<file path="config.mk">
export PLATFORM = sky130hd
export DESIGN_NAME = lexicographic_permutation_stepper
export DESIGN_NICKNAME = d
export VERILOG_FILES = /design/src/hdl/lps_pkg.sv /design/src/hdl/lps_ram.sv /design/src/hdl/lexicographic_permutation_stepper.sv
export SDC_FILE = /design/constraint.sdc
export NUM_CORES = 1
export LEC_CHECK = 0
export BUFFER_PORTS_ARGS = -buffer_cell sky130_fd_sc_hd__buf_2
export CORE_ASPECT_RATIO = 1.75
export CORE_MARGIN = 2
export CORE_UTILIZATION = 45
export CTS_CLUSTER_DIAMETER = 200
export DETAILED_ROUTE_END_ITERATION = 8
export SETUP_SLACK_MARGIN = 0.5
export SYNTH_ARGS = -nofsm -noshare
export SYNTH_HDL_FRONTEND = slang
export SYNTH_HIERARCHICAL = 1
export SYNTH_SLANG_ARGS = --single-unit
export TNS_END_PERCENT = 50
</file>
<file path="constraint.sdc">
create_clock -name clk_i -period 12.8 [get_ports clk_i]
set_input_delay 0.64 -clock clk_i [delete_from_list [all_inputs] [get_ports clk_i]]
set_output_delay 0.64 -clock clk_i [all_outputs]
set_load 0.02 [all_outputs]
</file>
<file path="src/hdl/lps_pkg.sv">
package lps_pkg;

  localparam int unsigned MAX_LEN_DEF = 16;
  localparam int unsigned ELEM_W_DEF  = 16;

  localparam int unsigned LEN_W   = 5;
  localparam int unsigned INDEX_W = 4;
  localparam int unsigned VALUE_W = 16;
  localparam int unsigned POS_W   = 4;

  localparam logic [LEN_W-1:0] LEN_RESET = 5'd16;

  localparam logic KIND_LOAD = 1'b0;
  localparam logic KIND_STEP = 1'b1;

  typedef enum logic [5:0] {
    ST_IDLE  = 6'b000001,
    ST_PSCAN = 6'b000010,
    ST_SSCAN = 6'b000100,
    ST_SWAP  = 6'b001000,
    ST_REV   = 6'b010000,
    ST_EMIT  = 6'b100000
  } state_e;

endpackage

</file>
<file path="src/hdl/lps_ram.sv">
module lps_ram #(
  parameter int unsigned Width = 16,
  parameter int unsigned Depth = 16
) (
  input  logic                     clk_i,
  input  logic                     we_i,
  input  logic [$clog2(Depth)-1:0] waddr_i,
  input  logic [Width-1:0]         wdata_i,
  input  logic                     re_i,
  input  logic [$clog2(Depth)-1:0] raddr_i,
  output logic [Width-1:0]         rdata_o
);

  logic [Width-1:0] mem_q [Depth];
  logic [Width-1:0] rdata_q;

  always_ff @(posedge clk_i) begin
    if (we_i) begin
      mem_q[waddr_i] <= wdata_i;
    end
    if (re_i) begin
      rdata_q <= mem_q[raddr_i];
    end
  end

  assign rdata_o = rdata_q;

endmodule

</file>
<file path="src/hdl/lexicographic_permutation_stepper.sv">
// Lexicographic permutation stepper.
// Input channel (in_valid_i / in_stall_o): a load word writes value_i at index_i
// and gives no output; a step word moves the first length elements to their next
// (direction_i = 0) or previous (direction_i = 1) permutation, then emits them.
// Output channel (out_valid_o / out_stall_i): one word per element, position
// 0 up to length-1, last_o on the final one, changed_o = 0 when no pivot exists.
// Config channel (cfg_valid_i / cfg_ready_o) sets length (0 acts as 1, above
// MaxLen as MaxLen); write it only when idle. A load is taken while idle. A step
// of n elements runs through one element RAM (one read port, one write port)
// and one shared comparator: pivot scan (straight to emit if none), successor
// scan, swap (two writes), suffix reversal pair by pair (read low, read high,
// write low, write high), then one output word per cycle unless stalled.
// in_stall_o is high from a step until its last word sits in the output
// register; the next word is taken while that last word still waits.
// A stalled output holds its word and pauses the emit reads.
// Reset returns to idle with length 16; element contents are undefined until loaded.
module lexicographic_permutation_stepper #(
  parameter int unsigned MaxLen    = lps_pkg::MAX_LEN_DEF,
  parameter int unsigned ElemWidth = lps_pkg::ELEM_W_DEF
) (
  input  logic                               clk_i,
  input  logic                               rst_ni,
  input  logic                               in_valid_i,
  output logic                               in_stall_o,
  input  logic                               kind_i,
  input  logic [lps_pkg::INDEX_W-1:0]        index_i,
  input  logic signed [lps_pkg::VALUE_W-1:0] value_i,
  input  logic                               direction_i,
  output logic                               out_valid_o,
  input  logic                               out_stall_i,
  output logic [lps_pkg::POS_W-1:0]          position_o,
  output logic signed [lps_pkg::VALUE_W-1:0] element_o,
  output logic                               changed_o,
  output logic                               last_o,
  input  logic                               cfg_valid_i,
  output logic                               cfg_ready_o,
  input  logic [lps_pkg::LEN_W-1:0]          cfg_length_i
);

  import lps_pkg::*;

  localparam int unsigned AW = $clog2(MaxLen);

  state_e state_q, state_d;

  logic [LEN_W-1:0] cfg_len_q;
  logic [AW-1:0]    len_last;

  logic [AW-1:0] last_q, last_d;
  logic [AW-1:0] c_q, c_d;
  logic [AW-1:0] rt_q, rt_d;
  logic [AW-1:0] piv_q, piv_d;
  logic [AW-1:0] jx_q, jx_d;
  logic [AW-1:0] lo_q, lo_d;
  logic [AW-1:0] hi_q, hi_d;
  logic [AW-1:0] ptag_q, ptag_d;
  logic [AW-1:0] lo_nx, hi_nx, piv_nx;
  logic          go_q, go_d;
  logic          rv_q, rv_d;
  logic          pend_q, pend_d;
  logic          chg_q, chg_d;
  logic          dir_q, dir_d;
  logic [1:0]    ph_q, ph_d;

  logic signed [ElemWidth-1:0] prev_q, prev_d;
  logic signed [ElemWidth-1:0] pval_q, pval_d;
  logic signed [ElemWidth-1:0] jval_q, jval_d;
  logic signed [ElemWidth-1:0] t_q, t_d;

  logic                        ram_we, ram_re;
  logic [AW-1:0]               ram_waddr, ram_raddr;
  logic signed [ElemWidth-1:0] ram_wdata;
  logic signed [ElemWidth-1:0] ram_rdata;

  logic signed [ElemWidth-1:0] cmp_a, cmp_b, cmp_x, cmp_y;
  logic                        ord;

  logic in_accept, idx_ok, move, issue_em;

  logic                        ov_q;
  logic [POS_W-1:0]            pos_q;
  logic signed [VALUE_W-1:0]   elem_q;
  logic                        chgo_q, lastf_q;

  lps_ram #(
    .Width(ElemWidth),
    .Depth(MaxLen)
  ) u_lps_ram (
    .clk_i  (clk_i),
    .we_i   (ram_we),
    .waddr_i(ram_waddr),
    .wdata_i(ram_wdata),
    .re_i   (ram_re),
    .raddr_i(ram_raddr),
    .rdata_o(ram_rdata)
  );

  assign in_stall_o  = (state_q != ST_IDLE);
  assign in_accept   = in_valid_i && !in_stall_o;
  assign idx_ok      = int'(index_i) < int'(MaxLen);
  assign cfg_ready_o = 1'b1;

  always_comb begin
    if (cfg_len_q == '0) begin
      len_last = '0;
    end else if (int'(cfg_len_q) > int'(MaxLen)) begin
      len_last = AW'(MaxLen - 1);
    end else begin
      len_last = AW'(cfg_len_q - LEN_W'(1));
    end
  end

  // shared comparator: "a comes before b" in the chosen order
  assign cmp_a = (state_q == ST_SSCAN) ? pval_q : ram_rdata;
  assign cmp_b = (state_q == ST_SSCAN) ? ram_rdata : prev_q;
  assign cmp_x = dir_q ? cmp_b : cmp_a;
  assign cmp_y = dir_q ? cmp_a : cmp_b;
  assign ord   = cmp_x < cmp_y;

  assign lo_nx  = lo_q + AW'(1);
  assign hi_nx  = hi_q - AW'(1);
  assign piv_nx = piv_q + AW'(1);

  assign move     = (state_q == ST_EMIT) && pend_q && (!ov_q || !out_stall_i);
  assign issue_em = go_q && (!pend_q || move);

  always_comb begin
    state_d   = state_q;
    last_d    = last_q;
    c_d       = c_q;
    rt_d      = rt_q;
    piv_d     = piv_q;
    jx_d      = jx_q;
    lo_d      = lo_q;
    hi_d      = hi_q;
    ptag_d    = ptag_q;
    go_d      = go_q;
    rv_d      = 1'b0;
    pend_d    = pend_q;
    chg_d     = chg_q;
    dir_d     = dir_q;
    ph_d      = ph_q;
    prev_d    = prev_q;
    pval_d    = pval_q;
    jval_d    = jval_q;
    t_d       = t_q;
    ram_we    = 1'b0;
    ram_waddr = lo_q;
    ram_wdata = t_q;
    ram_re    = 1'b0;
    ram_raddr = c_q;

    case (state_q)
      ST_IDLE: begin
        if (in_accept) begin
          if (kind_i == KIND_LOAD) begin
            ram_we    = idx_ok;
            ram_waddr = AW'(index_i);
            ram_wdata = ElemWidth'(value_i);
          end else begin
            dir_d  = direction_i;
            last_d = len_last;
            go_d   = 1'b1;
            if (len_last == '0) begin
              chg_d   = 1'b0;
              c_d     = '0;
              state_d = ST_EMIT;
            end else begin
              c_d     = len_last;
              state_d = ST_PSCAN;
            end
          end
        end
      end
      ST_PSCAN, ST_SSCAN: begin
        if (go_q) begin
          ram_re = 1'b1;
          rv_d   = 1'b1;
          rt_d   = c_q;
          if (c_q == '0) begin
            go_d = 1'b0;
          end else begin
            c_d = c_q - AW'(1);
          end
        end
        if (rv_q) begin
          if (state_q == ST_PSCAN) begin
            if (rt_q == last_q) begin
              prev_d = ram_rdata;
            end else if (ord) begin
              piv_d   = rt_q;
              pval_d  = ram_rdata;
              rv_d    = 1'b0;
              c_d     = last_q;
              go_d    = 1'b1;
              state_d = ST_SSCAN;
            end else begin
              prev_d = ram_rdata;
              if (rt_q == '0) begin
                chg_d   = 1'b0;
                c_d     = '0;
                go_d    = 1'b1;
                rv_d    = 1'b0;
                state_d = ST_EMIT;
              end
            end
          end else if (ord) begin
            jx_d    = rt_q;
            jval_d  = ram_rdata;
            rv_d    = 1'b0;
            ph_d    = 2'd0;
            state_d = ST_SWAP;
          end
        end
      end
      ST_SWAP: begin
        ram_we = 1'b1;
        if (ph_q == 2'd0) begin
          ram_waddr = piv_q;
          ram_wdata = jval_q;
          ph_d      = 2'd1;
        end else begin
          ram_waddr = jx_q;
          ram_wdata = pval_q;
          lo_d      = piv_nx;
          hi_d      = last_q;
          ph_d      = 2'd0;
          chg_d     = 1'b1;
          if (piv_nx < last_q) begin
            state_d = ST_REV;
          end else begin
            c_d     = '0;
            go_d    = 1'b1;
            state_d = ST_EMIT;
          end
        end
      end
      ST_REV: begin
        case (ph_q)
          2'd0: begin
            ram_re    = 1'b1;
            ram_raddr = lo_q;
            ph_d      = 2'd1;
          end
          2'd1: begin
            ram_re    = 1'b1;
            ram_raddr = hi_q;
            t_d       = ram_rdata;
            ph_d      = 2'd2;
          end
          2'd2: begin
            ram_we    = 1'b1;
            ram_waddr = lo_q;
            ram_wdata = ram_rdata;
            ph_d      = 2'd3;
          end
          default: begin
            ram_we    = 1'b1;
            ram_waddr = hi_q;
            ram_wdata = t_q;
            lo_d      = lo_nx;
            hi_d      = hi_nx;
            ph_d      = 2'd0;
            if (!(lo_nx < hi_nx)) begin
              c_d     = '0;
              go_d    = 1'b1;
              state_d = ST_EMIT;
            end
          end
        endcase
      end
      ST_EMIT: begin
        if (issue_em) begin
          ram_re    = 1'b1;
          ram_raddr = c_q;
          pend_d    = 1'b1;
          ptag_d    = c_q;
          if (c_q == last_q) begin
            go_d = 1'b0;
          end else begin
            c_d = c_q + AW'(1);
          end
        end else if (move) begin
          pend_d = 1'b0;
        end
        if (move && (ptag_q == last_q)) begin
          state_d = ST_IDLE;
        end
      end
      default: begin
        state_d = ST_IDLE;
      end
    endcase
  end

  always_ff @(posedge clk_i or negedge rst_ni) begin
    if (!rst_ni) begin
      state_q   <= ST_IDLE;
      cfg_len_q <= LEN_RESET;
      go_q      <= 1'b0;
      rv_q      <= 1'b0;
      pend_q    <= 1'b0;
      ph_q      <= 2'd0;
      ov_q      <= 1'b0;
    end else begin
      state_q <= state_d;
      go_q    <= go_d;
      rv_q    <= rv_d;
      pend_q  <= pend_d;
      ph_q    <= ph_d;
      if (cfg_valid_i && cfg_ready_o) begin
        cfg_len_q <= cfg_length_i;
      end
      if (move) begin
        ov_q <= 1'b1;
      end else if (!out_stall_i) begin
        ov_q <= 1'b0;
      end
    end
  end

  always_ff @(posedge clk_i) begin
    last_q <= last_d;
    c_q    <= c_d;
    rt_q   <= rt_d;
    piv_q  <= piv_d;
    jx_q   <= jx_d;
    lo_q   <= lo_d;
    hi_q   <= hi_d;
    ptag_q <= ptag_d;
    chg_q  <= chg_d;
    dir_q  <= dir_d;
    prev_q <= prev_d;
    pval_q <= pval_d;
    jval_q <= jval_d;
    t_q    <= t_d;
    if (move) begin
      pos_q   <= POS_W'(ptag_q);
      elem_q  <= VALUE_W'(ram_rdata);
      chgo_q  <= chg_q;
      lastf_q <= (ptag_q == last_q);
    end
  end

  assign out_valid_o = ov_q;
  assign position_o  = pos_q;
  assign element_o   = elem_q;
  assign changed_o   = chgo_q;
  assign last_o      = lastf_q;

endmodule

</file>
Word-level counts from Yosys, hierarchy flattened
Memory sizes are Yosys's and may differ from the RTL's. A register that Yosys moved wholly into a read port is not among the register bits.
Cells that the tools add are included.
{"block": "classes", "mux": 111, "magnitude_cmp": 4, "reduce_logical": 38, "bitwise_logic": 2, "n_eq_ne": 35, "addsub": 6}
{"op": "16-bit two-way mux", "count": 10}
{"op": "4-bit two-way mux", "count": 27}
{"op": "6-bit two-way mux", "count": 14}
{"op": "16-bit case mux with 3 select lines", "count": 1}
{"op": "1-bit two-way mux", "count": 44}
{"op": "2-bit != test (second input constant)", "count": 16}
{"op": "6-bit case mux with 5 select lines", "count": 1}
{"op": "4-bit case mux with 2 select lines", "count": 3}
{"op": "4-bit case mux with 5 select lines", "count": 1}
{"op": "10-bit AND reduction", "count": 2}
{"op": "9-bit AND reduction", "count": 2}
{"op": "16-bit < comparator", "count": 1}
{"op": "4-bit by 1-bit adder with 4-bit output (second input constant)", "count": 3}
{"op": "4-bit == test", "count": 3}
{"op": "4-bit zero test", "count": 3}
{"op": "2-bit case mux with 3 select lines", "count": 2}
{"op": "4-bit case mux with 3 select lines", "count": 1}
{"op": "4-bit AND reduction", "count": 3}
{"op": "4-bit by 1-bit subtractor with 4-bit output (second input constant)", "count": 3}
{"op": "1-bit case mux with 3 select lines", "count": 3}
{"op": "4-bit < comparator", "count": 2}
{"op": "2-bit by 1-bit != test with 1-bit output (second input constant)", "count": 4}
{"op": "2-bit AND reduction", "count": 4}
{"op": "6-bit by 1-bit == test with 1-bit output (second input constant)", "count": 1}
{"op": "other kinds (26)", "count": 42}
{"block": "totals", "input_bits": 32, "mem_bits_rw": 256, "memories": 1, "elab_cells": 222, "reg_bits": 137}
{"name": "u_lps_ram.mem_q", "depth": 16, "width": 16, "read_ports": 1, "rd_ports_with_merged_regs": 1, "write_ports": 1, "line": "lps_ram.sv:14", "rtl": "logic [Width-1:0] mem_q [Depth];"}

Logic depth before layout (Yosys ltp)
{"block": "logic_depth", "ltp_word": 9, "depth_mapped": 16}

Modules after synthesis
Netlist, hierarchy kept.
{"module": "lps_ram", "cells_each": 432, "instances": 1, "area_each_um2": 10203.5, "seq_area_each_um2": 8167.8}
{"module": "lexicographic_permutation_stepper", "cells_each": 639, "instances": 1, "area_each_um2": 7485.9, "seq_area_each_um2": 4031.4}

Worst setup path before layout
No wires, ideal clock.
{"block": "synth_timing", "kind": "reg-to-reg", "start": "register state_q[5]", "end": "register jval_q[0] (enable)", "path_stages_with_launch": 14, "slack_ps": 8583, "path_buffers": 2, "synth_period_minus_slack_ps": 4217, "setup_time_ps": 375, "arrival_time_ps": 3842, "cell_sequence": "dfrtp_1 -> or4_4 -> nor2_1 -> buf_2 -> buf_2 -> mux2i_1 -> mux2i_1 -> ha_1 -> a21o_1 -> a2111oi_0 -> o21a_1 -> a21oi_1 -> or3_1 -> inv_1"}
{"block": "synth_via", "elab_chain_len": 5}
{"item": "from (decl)", "line": "lexicographic_permutation_stepper.sv:44", "rtl": "state_e state_q, state_d;"}
{"item": "from (signal assigned)", "line": "lexicographic_permutation_stepper.sv:306", "rtl": "state_q <= state_d;"}
{"item": "6-bit by 3-bit == test with 1-bit output", "line": "lexicographic_permutation_stepper.sv:114, lexicographic_permutation_stepper.sv:115, lexicographic_permutation_stepper.sv:153"}
{"item": "16-bit two-way mux (on tied branches)", "line": "lexicographic_permutation_stepper.sv:114, lexicographic_permutation_stepper.sv:115"}
{"item": "16-bit two-way mux (on tied branches)", "line": "lexicographic_permutation_stepper.sv:116, lexicographic_permutation_stepper.sv:117"}
{"item": "16-bit < comparator", "line": "lexicographic_permutation_stepper.sv:118", "rtl": "assign ord = cmp_x < cmp_y;"}
{"item": "4-bit AND reduction (no line) (*)"}
{"item": "to (signal assigned)", "line": "lexicographic_permutation_stepper.sv:335", "rtl": "jval_q <= jval_d;"}
{"item": "to (decl)", "line": "lexicographic_permutation_stepper.sv:67", "rtl": "logic signed [ElemWidth-1:0] jval_q, jval_d;"}
Every way passes the cells marked *; elsewhere a longest branch is shown, timed or not.
A chain may end at the register's enable or synchronous reset.

Worst setup path after layout
{"block": "layout_timing", "start": "register state_q[2]", "end": "memory u_lps_ram.mem_q[1][12] (enable)"}
{"item": "6-bit by 1-bit != test with 1-bit output", "line": "lexicographic_permutation_stepper.sv:98", "rtl": "assign in_stall_o = (state_q != ST_IDLE);"}
{"item": "1-bit zero test", "line": "lexicographic_permutation_stepper.sv:99", "rtl": "assign in_accept = in_valid_i && !in_stall_o;"}
{"item": "1-bit logical AND", "line": "lexicographic_permutation_stepper.sv:99"}
{"item": "4-bit two-way mux", "line": "lexicographic_permutation_stepper.sv:155", "rtl": "if (in_accept) begin"}
{"item": "4-bit case mux with 3 select lines (*)", "line": "lexicographic_permutation_stepper.sv:153", "rtl": "case (state_q)"}
{"item": "named net ram_waddr[2]", "line": "lexicographic_permutation_stepper.sv:71", "rtl": "logic [AW-1:0] ram_waddr, ram_raddr;"}
{"item": "to (decl)", "line": "lps_ram.sv:14"}
Mark *: on every way through the listed nets, which the timed path passes. The rest lies on a longest branch.

==> results.md <==
* Outcome: complete, no violations
* Slew Limit Headroom at 27.27%
* Clk_skew at ~0.015 ns
* Worst IR Drop VDD at between 0.1 and 0.15 mV
* Max_cap viols at 0
* Syn Nets at 1134
* Crit path depth at 10
* Critical Path Sink: u_lps_ram/mem_q[1][12]
* Yosys cell types at between 60 and 70
* Setup crit start: state_q[2]
* Crit-path max cell delay at 0.78 ns
* Register-to-Register Path Depth at 10
* Pin count of the biggest net entering global routing at 65
* Final #Nets at about 1200
* H-Tree Level Count at 2
* Number of synthesized flops with an enable pin at 392
* RSZ-0062 raised after global routing: false
* Sum Neg Setup Slack at 0 ns
* Post-Route WL at between 30000 and 40000 µm
* Routed Antenna Nets at 0
* Resize count post-CTS at 0
* HPWL Detailed at roughly 27000 µm
* Iteration-0 DRC count of the detailed router at between 600 and 700
* Pleak at around 5.6 nW
* Vias post-DR at 9717
* Compound-Gate Fraction of Synth Area at 6.705%
* Critical Path Slowest Stage Cell: nor2_2
* Power per cell area at between 100 and 150 mW/mm²
* Worst-Margin Slew at between 1 and 1.5 ns
* Fraction of layout cells with a size suffix above 1 at between 15 and 20%
* DIE WIDTH at 153.9 µm
* CTS Buf Count at 38
* Share of flip-flops with an asynchronous set or reset at under 10%
* GP Congestion at just under 0.9
* Hold crit path type: in2async
* Diode count at 0
* Initial Utilization at between 40% and 50%
* Drc violations at 0
* Worst Path Buf+Inv at 1
* Post-synthesis simple-gate area fraction at 5.680%
* Achievable clock frequency at roughly 0.21 GHz
* Syn-to-layout area delta at 11.51%
* Crit path max fanout at 22
* CP Launch Type: flip-flop
* CP Class: reg2reg
* Io pins at 57
* GRT Total Usage at around a fifth
* Vias in the first global route at 10230
* Crit-path cells: nor4_1, and3b_1, nand2_1, nor2_2, o21bai_1, buf_4, o21bai_1, a221o_1, or3b_2, nor2_2
* Hold Vio Cnt, Final at 0
* Clock Latency Late Sink at approximately 0.54 ns
* Setup Buffers After CTS at 0
* Minimum clock period at roughly 4.7 ns
* Worst R2R End: u_lps_ram/mem_q[1][12]
* Worst path arrival time at between 4 and 5 ns
* R2R Setup Slk at just over 8 ns
* CTS tree: done
* Reg-to-reg startpoint: state_q[2]
* XOR/XNOR share of the synthesized area at about 1.1%
* Num rows at 96
* Clk buf depth at 3
* Post-synthesis sequential area ratio at between 60% and 70%
* Synth warn at 6
* Worst path required time at around 13 ns
* Top Family by Delay on Critical Path: simple AND/OR/NAND/NOR gates
* Placed cell count at around 1600
* Mux cell area share after synthesis at 13.27%
* Post-Synthesis Cells at 1071
* CTS root buffer: clkbuf_16
* DR vias/cell at around 5.9
* Mapped Avg Cell Area at 16.52 µm²
* GR Overflow Total at 0
* Initial antenna violation count at 0
* Post-route cell area at about 0.02 mm²
* Worst Setup End Kind: flip-flop
* Final Slew Violations at 0
* Clock-pin slew on the worst setup and hold paths at ~0.07 ns
* Placed Area at between 0.015 and 0.02 mm²
* Die ar. at between 0.04 and 0.05 mm²
* Setup Viol. Count Final at 0
* Final worst path period share at a little under two fifths
* Average wire per standard cell at 23.99 µm
* First-pass GRT wire length at between 60000 and 70000 µm
* IO buf count at 55
* Worst hold slack at about 0.026 ns
* Synth Cell Area at between 0.015 and 0.02 mm²
* Post-synth top flop: edfxtp_1
* Chip Height at roughly 270 µm
* Number of synthesized register bits at around 410
* Hold-fix buffers, CTS at 0
* Non-filler instance count after layout at ~1600
* Clock Sinks at 409
* Adder-cell share of the synthesized area at roughly 2.2%
* 1st-pass router iterations at 5
* Largest family of logic cells by synthesized area: multiplexers
* Core footprint at about 0.039 mm²
synthesized netlist by cell type, types with 3 or more instances:
master / n / area (µm²)
a211oi_1: 4 / 30.03
a21o_1: 5 / 37.54
a21oi_1: 16 / 80.08
a221o_1: 24 / 240.2
a22oi_1: 36 / 270.3
and2_1: 3 / 18.77
and3b_1: 4 / 35.03
buf_1: 6 / 22.52
buf_2: 9 / 45.04
buf_4: 4 / 30.03
buf_6: 5 / 56.30
clkbuf_1: 32 / 120.1
dfrtp_1: 15 / 375.4
edfxtp_1: 392 / 11770
ha_1: 31 / 387.9
inv_1: 24 / 90.09
mux2_2: 4 / 45.04
mux2i_1: 80 / 800.8
mux4_1: 10 / 262.8
mux4_2: 54 / 1216
nand2_1: 103 / 386.6
nand2b_1: 7 / 43.79
nand3_1: 13 / 65.06
nand3b_1: 7 / 52.55
nor2_1: 32 / 120.1
nor2b_1: 5 / 31.28
nor3_1: 14 / 70.07
nor4_1: 5 / 31.28
o211ai_1: 3 / 22.52
o21a_1: 4 / 30.03
o21ai_0: 29 / 145.1
o21ai_1: 5 / 25.02
o21bai_1: 3 / 22.52
o22ai_1: 20 / 125.1
xnor2_1: 11 / 96.34
xor2_1: 11 / 96.34
cells in the final DEF (no fill, tap or decap), types with 13 or more instances in the layout:
| cell | synthesis | final |
|---|---|---|
| edfxtp_1 | 392 | 392 |
| nand2_1 | 103 | 103 |
| mux2i_1 | 80 | 80 |
| buf_2 | 9 | 55 |
| mux4_2 | 54 | 54 |
| clkbuf_16 | 0 | 39 |
| a22oi_1 | 36 | 36 |
| ha_1 | 31 | 31 |
| o21ai_0 | 29 | 27 |
| inv_1 | 24 | 24 |
| a221o_1 | 24 | 24 |
| o22ai_1 | 20 | 20 |
| nor2_1 | 32 | 18 |
| buf_4 | 4 | 18 |
| nor2_2 | 1 | 15 |
| a21oi_1 | 16 | 15 |
| dfrtp_1 | 15 | 15 |
| nand3_1 | 13 | 13 |
flip-flops by register name, indices dropped and copies added, names as in the netlist, 2 cells and up:
register,count
cfg_len_q,5
u_lps_ram/mem_q,256
state_q,6
element_o,16
u_lps_ram/rdata_o,16
lo_q,4
jx_q,4
jval_q,16
prev_q,16
ptag_q,4
t_q,16
piv_q,4
hi_q,4
ph_q,2
last_q,4
pval_q,16
position_o,4
rt_q,4
c_q,4
worst min path at each step:
stage	startpoint	cells after the start	end	slack, ns
2_1_floorplan	rst_ni	0	cfg_len_q[0]	0.34
3_3_place_gp	chg_q	0	changed_o	0.42
3_5_place_dp	chg_q	0	changed_o	0.42
4_1_cts	rst_ni	1	go_q	0.02
5_1_grt	rst_ni	1	go_q	0.04
6_report	rst_ni	1	go_q	0.03
where the power goes:
part / total (W) / internal [W] / switching, W
clock network: 0.00110 / 0.000614 / 0.000487
logic: 0.0000178 / 0.00000736 / 0.0000105
registers: 0.00145 / 0.00145 / 0.00000223
worst register-to-register path: cells and delay by family (launching register included):
family | cells | cell delay, ns
AOI/OAI and AO/OA | 3 | 0.71
buffers and inverters | 1 | 0.24
and+or+nand+nor | 6 | 2.96
DFF | 1 | 0.43
area by class of cell:
cell class,instances,area (µm²)
flip-flops and latches,409,12200
clock buffers,45,1018
fillers,3177,19310
clock inverters,24,186.4
well taps,490,613.1
inverters,25,93.84
multi-input cells,581,5204
repair buffers,73,410.4
layer usage:
layer  wire length [µm]  part of all wire, %  vias up  global-route usage [%]
met5                  0                    0        -                       0
met4               1515                  3.8        0                   8.032
met3               1335                  3.4       74                   2.342
met2              21810                   55      246                   37.19
met1              14850                   38     5012                   22.18
li1                   -                    -     4385                       -
kinds of logic after synthesis:
logic type      count (synthesis)
mux                           150
xor+xnor                       22
simple gates                  212
fa+ha+maj                      31
other cells                     1
compound gates                165
flops                         409
buf+inv                        81
stage by stage:
stage	total power [W]	worst slack [ns]	utilization, %
5_1_grt	0.002642	7.731	50.53
6_report	0.002567	8.077	50.53
3_5_place_dp	0.001495	8.052	47.44
2_1_floorplan	0.001484	8.583	-
3_3_place_gp	0.001494	8.209	47.44
4_1_cts	0.002594	8.047	50.53
No activity file was read; power rests on OpenSTA's default activity.
